File: src/rtl/tpd_pkg.sv
`timescale 1ns / 1ps
`default_nettype none
package tpd_pkg;

    localparam int CORDIC_STEPS = 16;
    localparam int SUM_WIDTH    = 32;
    localparam int TABLE_LEN    = 24;
    localparam int CSTEPS       = (CORDIC_STEPS < TABLE_LEN) ? CORDIC_STEPS : TABLE_LEN;
    localparam int SQRT_STEPS   = 32;
    localparam int CNT_W        = 5;
    localparam int DATA_W       = 16;
    localparam int ADDR_W       = 2;
    localparam int CX_W         = 36;
    localparam int CZ_W         = 32;
    localparam int E_W          = 17;
    localparam int D_W          = 18;
    localparam int U_W          = SUM_WIDTH + 18;

    localparam logic [ADDR_W-1:0] REG_GAIN_P = 2'd0;
    localparam logic [ADDR_W-1:0] REG_GAIN_I = 2'd1;
    localparam logic [ADDR_W-1:0] REG_GAIN_D = 2'd2;
    localparam logic [ADDR_W-1:0] REG_TARGET = 2'd3;

    localparam logic [14:0] DAC_CTRL    = 15'h7000;
    localparam logic [11:0] CODE_HIGH   = 12'd4095;
    localparam logic [11:0] CODE_LOW    = 12'd124;
    localparam logic [11:0] DEG_MUL     = 12'd2250;
    localparam logic [43:0] DEG_BIAS    = 44'd157 << 19;
    localparam logic [24:0] DEG_RECIP   = 25'd27356480;
    localparam logic [13:0] DAC_MUL     = 14'd13650;
    localparam logic [16:0] DIV11_RECIP = 17'd95326;
    localparam logic signed [U_W-1:0] V_HIGH_MIN = U_W'(216269);
    localparam logic signed [U_W-1:0] V_LOW_MAX  = U_W'(6553);

    typedef enum logic [3:0] {
        ST_IDLE, ST_SQX, ST_SQZ, ST_SQRT, ST_CINIT, ST_CSTEP, ST_DEGMUL, ST_DEGDIV,
        ST_ERR, ST_MP, ST_MI, ST_MD, ST_SCALE, ST_CODE, ST_OUT
    } state_t;

    typedef enum logic [3:0] {
        CMD_NONE, CMD_LOAD, CMD_SQX, CMD_SQZ, CMD_SQRT, CMD_CINIT, CMD_CSTEP,
        CMD_DEGMUL, CMD_DEGDIV, CMD_ERR, CMD_MP, CMD_MI, CMD_MD, CMD_SCALE,
        CMD_CODE, CMD_OUT
    } cmd_op_t;

    typedef struct packed {
        cmd_op_t          op;
        logic [CNT_W-1:0] cnt;
    } cmd_t;

    typedef struct packed {
        logic in_tick;
        logic in_y_zero;
        logic out_free;
    } status_t;

    // atan(2^-i), radians Q2.30, truncated
    function automatic logic [CZ_W-1:0] atan_q30(input logic [CNT_W-1:0] i);
        logic [CZ_W-1:0] v;
        case (i)
            5'd0:    v = 32'h3243F6A8;
            5'd1:    v = 32'h1DAC6705;
            5'd2:    v = 32'h0FADBAFC;
            5'd3:    v = 32'h07F56EA6;
            5'd4:    v = 32'h03FEAB76;
            5'd5:    v = 32'h01FFD55B;
            5'd6:    v = 32'h00FFFAAA;
            5'd7:    v = 32'h007FFF55;
            5'd8:    v = 32'h003FFFEA;
            5'd9:    v = 32'h001FFFFD;
            5'd10:   v = 32'h000FFFFF;
            5'd11:   v = 32'h0007FFFF;
            5'd12:   v = 32'h0003FFFF;
            5'd13:   v = 32'h0001FFFF;
            5'd14:   v = 32'h0000FFFF;
            5'd15:   v = 32'h00007FFF;
            5'd16:   v = 32'h00003FFF;
            5'd17:   v = 32'h00001FFF;
            5'd18:   v = 32'h00000FFF;
            5'd19:   v = 32'h000007FF;
            5'd20:   v = 32'h000003FF;
            5'd21:   v = 32'h000001FF;
            5'd22:   v = 32'h000000FF;
            5'd23:   v = 32'h0000007F;
            default: v = '0;
        endcase
        return v;
    endfunction

endpackage
`default_nettype wire

File: src/rtl/tpd_ctrl.sv
`timescale 1ns / 1ps
`default_nettype none
module tpd_ctrl (
    input  wire logic            aclk,
    input  wire logic            aresetn,
    input  wire logic            s_valid,
    output logic                 s_ready,
    input  wire tpd_pkg::status_t status,
    output tpd_pkg::cmd_t        cmd
);

    tpd_pkg::state_t state_reg, state_next;
    logic [tpd_pkg::CNT_W-1:0] cnt_reg, cnt_next;

    logic sqrt_last, cordic_last;
    assign sqrt_last   = (cnt_reg == tpd_pkg::CNT_W'(tpd_pkg::SQRT_STEPS - 1));
    assign cordic_last = (cnt_reg == tpd_pkg::CNT_W'(tpd_pkg::CSTEPS - 1));

    always_ff @(posedge aclk) begin
        if (!aresetn) begin
            state_reg <= tpd_pkg::ST_IDLE;
            cnt_reg   <= '0;
        end else begin
            state_reg <= state_next;
            cnt_reg   <= cnt_next;
        end
    end

    always_comb begin
        state_next = state_reg;
        cnt_next   = '0;
        case (state_reg)
            tpd_pkg::ST_IDLE: begin
                if (s_valid) begin
                    if (status.in_tick)
                        state_next = tpd_pkg::ST_ERR;
                    else if (!status.in_y_zero)
                        state_next = tpd_pkg::ST_SQX;
                end
            end
            tpd_pkg::ST_SQX:    state_next = tpd_pkg::ST_SQZ;
            tpd_pkg::ST_SQZ:    state_next = tpd_pkg::ST_SQRT;
            tpd_pkg::ST_SQRT: begin
                if (sqrt_last)
                    state_next = tpd_pkg::ST_CINIT;
                else
                    cnt_next = cnt_reg + 1'b1;
            end
            tpd_pkg::ST_CINIT:  state_next = tpd_pkg::ST_CSTEP;
            tpd_pkg::ST_CSTEP: begin
                if (cordic_last)
                    state_next = tpd_pkg::ST_DEGMUL;
                else
                    cnt_next = cnt_reg + 1'b1;
            end
            tpd_pkg::ST_DEGMUL: state_next = tpd_pkg::ST_DEGDIV;
            tpd_pkg::ST_DEGDIV: state_next = tpd_pkg::ST_IDLE;
            tpd_pkg::ST_ERR:    state_next = tpd_pkg::ST_MP;
            tpd_pkg::ST_MP:     state_next = tpd_pkg::ST_MI;
            tpd_pkg::ST_MI:     state_next = tpd_pkg::ST_MD;
            tpd_pkg::ST_MD:     state_next = tpd_pkg::ST_SCALE;
            tpd_pkg::ST_SCALE:  state_next = tpd_pkg::ST_CODE;
            tpd_pkg::ST_CODE:   state_next = tpd_pkg::ST_OUT;
            tpd_pkg::ST_OUT: begin
                if (status.out_free)
                    state_next = tpd_pkg::ST_IDLE;
            end
            default:            state_next = tpd_pkg::ST_IDLE;
        endcase
    end

    always_comb begin
        s_ready = 1'b0;
        cmd.op  = tpd_pkg::CMD_NONE;
        cmd.cnt = cnt_reg;
        case (state_reg)
            tpd_pkg::ST_IDLE: begin
                s_ready = 1'b1;
                if (s_valid)
                    cmd.op = tpd_pkg::CMD_LOAD;
            end
            tpd_pkg::ST_SQX:    cmd.op = tpd_pkg::CMD_SQX;
            tpd_pkg::ST_SQZ:    cmd.op = tpd_pkg::CMD_SQZ;
            tpd_pkg::ST_SQRT:   cmd.op = tpd_pkg::CMD_SQRT;
            tpd_pkg::ST_CINIT:  cmd.op = tpd_pkg::CMD_CINIT;
            tpd_pkg::ST_CSTEP:  cmd.op = tpd_pkg::CMD_CSTEP;
            tpd_pkg::ST_DEGMUL: cmd.op = tpd_pkg::CMD_DEGMUL;
            tpd_pkg::ST_DEGDIV: cmd.op = tpd_pkg::CMD_DEGDIV;
            tpd_pkg::ST_ERR:    cmd.op = tpd_pkg::CMD_ERR;
            tpd_pkg::ST_MP:     cmd.op = tpd_pkg::CMD_MP;
            tpd_pkg::ST_MI:     cmd.op = tpd_pkg::CMD_MI;
            tpd_pkg::ST_MD:     cmd.op = tpd_pkg::CMD_MD;
            tpd_pkg::ST_SCALE:  cmd.op = tpd_pkg::CMD_SCALE;
            tpd_pkg::ST_CODE:   cmd.op = tpd_pkg::CMD_CODE;
            tpd_pkg::ST_OUT: begin
                if (status.out_free)
                    cmd.op = tpd_pkg::CMD_OUT;
            end
            default:            cmd.op = tpd_pkg::CMD_NONE;
        endcase
    end

endmodule
`default_nettype wire

File: config.mk
export PLATFORM = sky130hd
export DESIGN_NAME = tpd_ctrl
export DESIGN_NICKNAME = d
export VERILOG_FILES = /design/src/rtl/tpd_pkg.sv /design/src/rtl/tpd_ctrl.sv
export SDC_FILE = /design/constraint.sdc
export NUM_CORES = 1
export LEC_CHECK = 0
export ABC_AREA = 1
export BUFFER_PORTS_ARGS = -buffer_cell sky130_fd_sc_hd__buf_2
export CAP_MARGIN = 20
export CORE_MARGIN = 2
export CORE_UTILIZATION = 32
export DETAILED_ROUTE_END_ITERATION = 7
export PLACE_DENSITY = 0.5
export SLEW_MARGIN = 20
export SYNTH_ARGS = -nofsm -noshare
export SYNTH_HDL_FRONTEND = slang
export SYNTH_SLANG_ARGS = --single-unit
File: constraint.sdc
create_clock -name aclk -period 1.2 [get_ports aclk]
set_input_delay 0.06 -clock aclk [delete_from_list [all_inputs] [get_ports aclk]]
set_output_delay 0.06 -clock aclk [all_outputs]
set_load 0.02 [all_outputs]
==> flow_summary_export.csv, run 1 <==
group,metric,value,unit
synthesis,yosys.area.top_type_share,27.69,%
synthesis,syn_inst,100,
grt,grt_max_degree,8,
power_and_ir_drop,total_power,2.383,mW
status,outcome,"finished, violations left",
power_and_ir_drop,peakVddDrop,900.6,uV
final_layout,syn2layout_area_growth,74.04,%
clock_network,cts_max_level,1,
clock_network,cts_root_buf,"clkbuf_4",
setup_path,reg2regPathDepth,9,
clock_network,clock_latency,0.26,ns
synthesis,syn_area_per_cell,6.506,sq um
clock_network,cts_buffer_depth,2,
final_layout,antenna_cells,0,
route,drt-initial-drc-count,7,
synthesis,ys_seq_area_share,27.69,%
setup_path,regToRegEndpoint,"state_reg[0]",
clock_network,path_clk_slew,0.07,ns
setup_path,slowest_stage,"dfxtp_4",
die,fp.dieArea,2410,sq um
setup_path,setup.worst_path.end_class,"output port",
power_and_ir_drop,p_leak,0.5470,nW
sta,max_freq,679.7,MHz
grt,grt_pass1_wl,3.339,mm
sta,hold_viol,0,
die,ios,16,
synthesis,yosysMostFrequentCell,"nand2_1",
route,vias,800,
route,via_per_inst,4.678,
final_layout,drive_above_1_share,61.11,%
hold_path,hp-class,"in2reg",
synthesis,synth_commonest_cells,"nand2_1, nor2_1, inv_1, dfxtp_1, nand3_1",
sta,min_period,1.471,ns
route,detail-route-antenna-nets,0,
synthesis,syn-cell-area,650.6,sq um
final_layout,largest_reg_flops,5,
synthesis,synthArstFlopShare,0,%
sta,finalMaxSlewViolations,0,
clock_network,cts_inserted_buffers,3,
setup_path,cpPeakStageDelay,0.37,ns
grt,grt_pass1_vias,786,
synthesis,synth_edf_count,0,
final_layout,nets,153,
hold_path,min_path_cells,3,
placed_design,gp_congestion,0.8133,
sta,tightest_slew,0.2779,ns
hold_path,min_to,"state_reg[2]",
die,rows,16,
setup_path,r2r_start,"state_reg[0]",
clock_network,cts_tree,"done",
sta,slew_headroom,81.40,%
synthesis,synth_fp_nets,108,
setup_path,worstPathCellList,"buf_6 -> nor2_4 -> inv_2 -> nor2_4 -> inv_2 -> o211ai_1 -> buf_4",
setup_path,crit_required,1.14,ns
grt,grt_use_total,17.57,%
sta,whs,0.03659,ns
placed_design,place_ws,-0.1831,ns
sta,fin_skew,0.005256,ns
setup_path,ff2ff_setup_slack,-0.17,ns
synthesis,synth_flop_cell,"dfxtp_1",
setup_path,crit_type,"reg2out",
status,violations,"setup timing",
die,die_w,49.09,um
route,drt-total-wl,1.895,mm
die,start_util,33.51,%
setup_path,start_kind,"flip-flop",
setup_path,worstPathArrival,1.41,ns
hold_path,hp-start,"aresetn",
setup_path,cp_max_fo,5,
die,die_y,49.09,um
sta,rsz0062_at_grt,"true",
synthesis,synth-seq-cells,9,
placed_design,portBuffers,15,
setup_path,startpoint,"state_reg[0]",
clock_network,clkSinkCount,9,
sta,setup-violations-final,9,
synthesis,netlist_top_cells_area,"dfxtp_1, nand2_1, nor2_1, inv_1, nand3_1",
grt,grt_overflow_total,0,
synthesis,synth_top_area_cell,"dfxtp_1",
route,drc_errors,0,
synthesis,yosysWarnings,0,
sta,fin_ws,-0.2712,ns
die,core-area,1942,sq um
power_and_ir_drop,power.density,2105,nW/um^2
sta,post-route-period-util,122.6,%
placed_design,hpwl,1.359,mm
route,post_drt_wl_per_cell,11.08,um
job,maxCapViolations,0,
grt,antenna_found_initial,0,
route,drt_first_pass_iters,4,
synthesis,synth.distinct_cells,25,
## final cells by class
class	count	area (sq um)
fill	192	809.5
inverter	18	70.07
multi-input combinational	72	511.7
clock buffer	4	26.28
sequential	9	195.2
tap	27	33.78
timing repair buffer	41	295.3
## how the worst max path moves through the flow
stage	to	cells past startpoint
final	cmd[5]	7
after CTS	cmd[5]	7
after global placement	state_reg[0]	7
after global routing	cmd[5]	7
after floorplan	cmd[5]	5
after detailed placement	state_reg[0]	7
## routing by layer
layer	GRT usage [%]	vias up	wire, um
met5	0	-	0
met3	1.840	5	53
met2	31.76	17	1066
met1	21.10	366	744
li1	-	412	-
met4	6.667	0	31
## placed cells by master, fill, tap and decap left out, types with 2 or more instances in the layout
cell	Yosys	layout
nand3_1	8	3
o211ai_1	2	2
inv_1	15	11
buf_2	0	11
dfxtp_1	9	3
buf_6	1	4
nor2_4	2	6
a21oi_2	1	3
nand2_1	19	13
nor2_1	16	13
o21ai_1	1	2
nand2_4	1	3
nand3_2	1	5
o21ai_2	0	2
inv_2	3	6
dfxtp_4	0	3
buf_4	0	26
dfxtp_2	0	3
clkbuf_4	0	3
nand4_1	2	2
nand2_2	5	9
## logic make-up after synthesis
kind of cell	synth area share [%]
DFF	27.69
adders and majority gates	3.846
AOI/OAI and AO/OA	10.96
buffers and inverters	12.11
xor gates and xnor gates	2.693
and+or+nand+nor	42.69
## report_power, final
| group | switching [mW] | total, mW | internal [mW] |
|---|---|---|---|
| combinational | 0.881 | 1.68 | 0.803 |
| clock | 0.112 | 0.240 | 0.128 |
| sequential | 0.0924 | 0.459 | 0.367 |
## critical path, delay by kind of cell, from the launching register on
family / cells / cell delay, ns
AOI/OAI and AO/OA: 1 / 0.20
buffers and inverters: 4 / 0.41
DFF: 1 / 0.37
and+or+nand+nor: 2 / 0.16
## through the flow
stage               instance area [sq um]  utilization, %  std cells  TNS, ns
floorplan                           694.4               -        100        0
global placement                    912.1           46.97        157  -0.9842
detailed placement                  912.1           46.97        157   -1.130
CTS                                  1079           55.54        168   -1.086
global route                         1132           58.31        171   -2.423
finish                               1132           58.31        171   -1.542
## repair_timing
action / CTS / global route
pin swaps: 7 / 6
resized for setup: 32 / 8
hold buffers: 0 / 0
setup buffers: 7 / 3
setup endpoints to repair: 14 / 14
Note: power is estimated with default switching activity, not from simulation.
==> run 2, diff against run 1 <==
- CORE_ASPECT_RATIO: not set -> 1.5
==> run 2 against run 1 <==
  * The run still ends with setup timing left
  * Power is 3.8% lower
  * Cell count shrank 5.3%
  * Sequential power is essentially flat
  * Combinational power fell by 4%
  * Global-route usage is 0.91 points higher
  * Clock skew shrank 0.0049 ns
  * Register-to-register slack got worse by 0.07 ns
  * Clock-buffer cell count is the same
  * Critical path depth is the same
  * Critical path type unchanged
==> flow_summary_export.csv, run 2 (synthesis results as in run 1) <==
group,metric,value,unit
grt,grt_pass1_wl,3.001,mm
grt,grt_overflow_total,0,
hold_path,min_path_cells,3,
setup_path,crit_required,1.14,ns
route,via_per_inst,4.747,
sta,fin_skew,0.0003634,ns
power_and_ir_drop,p_leak,0.5204,nW
sta,rsz0062_at_grt,"true",
clock_network,cts_tree,"done",
setup_path,cp_max_fo,8,
sta,fin_ws,-0.2527,ns
final_layout,nets,149,
setup_path,worstPathCellList,"buf_12 -> clkinv_8 -> nand2_8 -> nor2_4 -> inv_2 -> o211ai_1 -> buf_4",
setup_path,worstPathArrival,1.39,ns
die,die_y,59.23,um
final_layout,fin_area,1095,sq um
sta,min_period,1.453,ns
clock_network,clkSinkCount,9,
route,drc_errors,0,
status,violations,"setup timing",
setup_path,start_kind,"flip-flop",
clock_network,cts_root_buf,"clkbuf_4",
route,drt-total-wl,1.926,mm
sta,whs,0.05553,ns
placed_design,place_ws,-0.1199,ns
final_layout,largest_reg_flops,5,
sta,post-route-period-util,121.1,%
setup_path,slowest_stage,"dfxtp_4",
clock_network,cts_max_level,1,
power_and_ir_drop,power.density,2093,nW/um^2
die,die_w,40.82,um
grt,antenna_found_initial,0,
clock_network,path_clk_slew,0.06,ns
setup_path,crit_type,"reg2out",
grt,grt_util_met3,2.256,%
route,drt-initial-drc-count,10,
placed_design,hpwl,1.500,mm
sta,max_freq,688.4,MHz
sta,setup-violations-final,13,
hold_path,hp-class,"in2reg",
clock_network,cts_inserted_buffers,3,
die,start_util,32.91,%
die,fp.dieArea,2417,sq um
power_and_ir_drop,peakVddDrop,822.4,uV
job,maxCapViolations,0,
placed_design,place_area,918.4,sq um
placed_design,gp_congestion,0.7700,
final_layout,fillCellCount,207,
route,drt_first_pass_iters,2,
final_layout,final_cell_mix,"buf_4, nand2_1, inv_1",
power_and_ir_drop,total_power,2.292,mW
grt,met1_usage,16.47,%
setup_path,setup.worst_path.end_class,"output port",
placed_design,portBuffers,15,
clock_network,clock_latency,0.25,ns
sta,tightest_slew,0.2252,ns
grt,grt_most_used_layer,"met2",
clock_network,cts_buffer_depth,2,
die,ios,16,
final_layout,final_util,55.38,%
grt,grt_use_total,18.48,%
final_layout,syn2layout_area_growth,68.27,%
sta,hold_viol,0,
final_layout,final_common_cell,"buf_4",
sta,finalMaxSlewViolations,0,
clock_network,cts_hold_buf,0,
final_layout,drive_above_1_share,58.57,%
die,rows,20,
final_layout,antenna_cells,0,
setup_path,reg2regPathDepth,11,
route,post_drt_wl_per_cell,11.89,um
route,detail-route-antenna-nets,0,
setup_path,cpPeakStageDelay,0.35,ns
grt,use_met2,36.83,%
grt,grt_max_degree,9,
grt,grt_pass1_vias,735,
route,vias,769,
die,core-area,1977,sq um
status,outcome,"finished, violations left",
sta,slew_headroom,84.92,%
-- run 2: metrics by stage --
stage	setup TNS [ns]	std cells
6_report	-2.374	162
5_1_grt	-3.295	162
4_1_cts	-1.225	160
3_5_place_dp	-0.8414	152
3_3_place_gp	-0.8874	152
2_1_floorplan	0	100
-- run 2: path summary, 6_finish.rpt --
path / slack, ns / startpoint / to
setup / recovery: -0.25 / state_reg[2] / cmd[5]
hold / removal: 0.06 / aresetn / state_reg[1]
setup reg to reg: -0.24 / state_reg[2] / state_reg[2]
hold reg to reg: 0.52 / state_reg[2] / state_reg[2]
-- run 2: repair_timing --
action | CTS | global route
pin swaps | 12 | 9
setup endpoints to repair | 13 | 14
setup buffers | 4 | 2
gates resized for setup | 23 | 15
-- run 2: cell type report --
class | count | area (sq um) | share of cell area (%)
inverter | 18 | 82.58 | 7.543
timing repair buffer | 37 | 270.3 | 24.69
sequential | 9 | 197.7 | 18.06
multi-input combinational | 72 | 490.5 | 44.80
clock buffer | 4 | 26.28 | 2.400
tap | 22 | 27.53 | 2.514
-- run 2: worst max-delay path: cells and delay by family (launching register included) --
family,cells,cell delay [ns]
and+or+nand+nor,2,0.15
buffers and inverters,4,0.43
DFF,1,0.35
AOI/OAI and AO/OA,1,0.21
-- run 2: report_power, final --
group / switching (mW) / total [mW] / leakage [nW] / internal [mW]
clock: 0.0977 / 0.225 / 0.0150 / 0.128
sequential: 0.0898 / 0.461 / 0.0769 / 0.371
combinational: 0.866 / 1.61 / 0.428 / 0.739
total: 1.05 / 2.29 / 0.520 / 1.24
-- run 2: routing by layer --
metal	up-vias	wire length, um	share of wire, %
li1	402	-	-
met1	355	684	36
met2	10	1180	61
met3	2	43	2.2
met4	0	18	0.93
met5	-	0	0
==> run 3, diff against run 2 <==
- CTS_BUF_LIST: not set -> sky130_fd_sc_hd__clkbuf_16
==> run 3 against run 2 <==
  * The flow still finishes with violations (setup timing)
  * Die area unchanged
  * Register-to-register slack better by 0.09 ns
  * Combinational power up 6%
  * Worst setup slack better by 0.045 ns
  * Largest cell class unchanged
  * Largest power group unchanged
==> flow_summary_export.csv, run 3 (synthesis results as in run 1) <==
group,metric,value,unit
power_and_ir_drop,peakVddDrop,1311,uV
clock_network,path_clk_slew,0.04,ns
power_and_ir_drop,p_leak,0.5760,nW
die,die_w,40.82,um
route,vias,782,
grt,grt_pass1_wl,3.105,mm
sta,tightest_slew,0.2125,ns
final_layout,fillCellCount,178,
clock_network,cts_buffer_depth,2,
sta,rsz0062_at_grt,"true",
sta,setup-violations-final,12,
clock_network,cts_root_buf,"clkbuf_16",
setup_path,reg2regPathDepth,10,
status,outcome,"finished, violations left",
grt,grt_max_degree,9,
sta,max_freq,710.3,MHz
route,drc_errors,0,
grt,grt_use_total,19.13,%
setup_path,critPathCapture,"cmd[8]",
die,core-area,1977,sq um
power_and_ir_drop,power.density,2248,nW/um^2
die,ios,16,
route,detail-route-antenna-nets,0,
final_layout,drive_above_1_share,66.67,%
setup_path,regToRegEndpoint,"state_reg[2]",
job,maxCapViolations,0,
final_layout,largest_reg_flops,5,
sta,fin_ws,-0.2078,ns
setup_path,worstPathArrival,1.35,ns
sta,hold_viol,0,
clock_network,cts_hold_buf,0,
route,drt_first_pass_iters,4,
final_layout,antenna_cells,0,
sta,finalMaxSlewViolations,0,
clock_network,clock_latency,0.23,ns
setup_path,r2r_start,"state_reg[2]",
clock_network,clkSinkCount,9,
hold_path,hp-class,"in2reg",
status,violations,"setup timing",
route,drt-total-wl,1.965,mm
final_layout,syn2layout_area_growth,88.08,%
clock_network,cts_inserted_buffers,3,
route,post_drt_wl_per_cell,12.06,um
sta,min_period,1.408,ns
final_layout,fin_area,1224,sq um
route,drt-initial-drc-count,15,
final_layout,final_cell_mix,"buf_4, nand2_2, nand2_1, buf_2, inv_1",
sta,post-route-period-util,117.3,%
setup_path,startpoint,"state_reg[1]",
final_layout,seqCellArea,200.2,sq um
die,rows,20,
setup_path,start_kind,"flip-flop",
grt,grt_pass1_vias,737,
placed_design,place_area,918.4,sq um
clock_network,cts_max_level,1,
setup_path,crit_type,"reg2out",
clock_network,cts_tree,"done",
sta,slew_headroom,85.81,%
grt,grt_overflow_total,0,
final_layout,nets,150,
setup_path,ff2ff_setup_slack,-0.15,ns
placed_design,hpwl,1.500,mm
placed_design,portBuffers,15,
grt,antenna_found_initial,0,
route,via_per_inst,4.798,
die,die_y,59.23,um
placed_design,gp_congestion,0.7700,
final_layout,final_common_cell,"buf_4",
sta,fin_skew,0.001279,ns
die,fp.dieArea,2417,sq um
setup_path,cp_max_fo,5,
final_layout,multi_input_area,536.8,sq um
setup_path,crit_required,1.14,ns
placed_design,place_ws,-0.1199,ns
setup_path,setup.worst_path.end_class,"output port",
die,start_util,32.91,%
-- run 3: cell count changes in the layout (fill, tap and decap cells not counted), sizes merged --
cell and change:
buf +1, inv +1, clkbuf -1
-- run 3: critical path, stage by stage (launching register included) --
cell and delay [ns]:
dfxtp_4 0.36, nor2_4 0.15, inv_2 0.07, buf_6 0.11, nand3_2 0.04, nand2_1 0.06, inv_2 0.06, o311ai_2 0.08
buf_4 0.17
-- run 3: power by group --
part	switching [mW]	leakage [nW]	internal [mW]
clock	0.136	0.0423	0.434
combinational	0.907	0.456	0.802
sequential	0.101	0.0772	0.371
total	1.14	0.576	1.61
-- run 3: repair_timing --
item                       in CTS  in global routing
resized for setup              37                 23
buffers inserted                7                  1
pin swaps                      15                 15
setup endpoints to repair      12                 14
-- run 3: stage by stage --
stage / hold WS, ns / instances / utilization (%) / setup TNS, ns / power, mW
floorplan: 0.1731 / 100 / - / 0 / 1.238
global placement: 0.3185 / 152 / 46.46 / -0.8874 / 1.669
detailed placement: 0.3260 / 152 / 46.46 / -0.8414 / 1.669
CTS: 0.08296 / 163 / 57.78 / -1.193 / 2.613
global route: 0.08398 / 163 / 61.90 / -2.161 / 2.920
finish: 0.08102 / 163 / 61.90 / -1.353 / 2.751
-- run 3: worst min path at each step --
stage,to,from,depth (start not counted),slack (ns)
after detailed placement,state_reg[1],aresetn,3,0.33
after global placement,state_reg[1],aresetn,3,0.32
final,state_reg[1],aresetn,3,0.08
after global routing,state_reg[1],aresetn,3,0.08
after floorplan,state_reg[1],aresetn,2,0.17
after CTS,state_reg[1],aresetn,3,0.08
-- run 3: final cells by class --
cell class / count / share of cell area (%)
timing repair buffer: 38 / 24.13
multi-input combinational: 72 / 43.87
tap: 22 / 2.249
inverter: 18 / 6.953
clock buffer: 3 / 6.135
clock inverter: 1 / 0.3067
sequential: 9 / 16.36
-- run 3: per-layer routing --
layer / up-vias / part of all wire, % / track usage (%)
li1: 402 / - / -
met1: 364 / 35 / 18.12
met2: 14 / 61 / 35.04
met3: 2 / 2.7 / 2.632
met4: 0 / 1.2 / 11.43
met5: - / 0 / 0
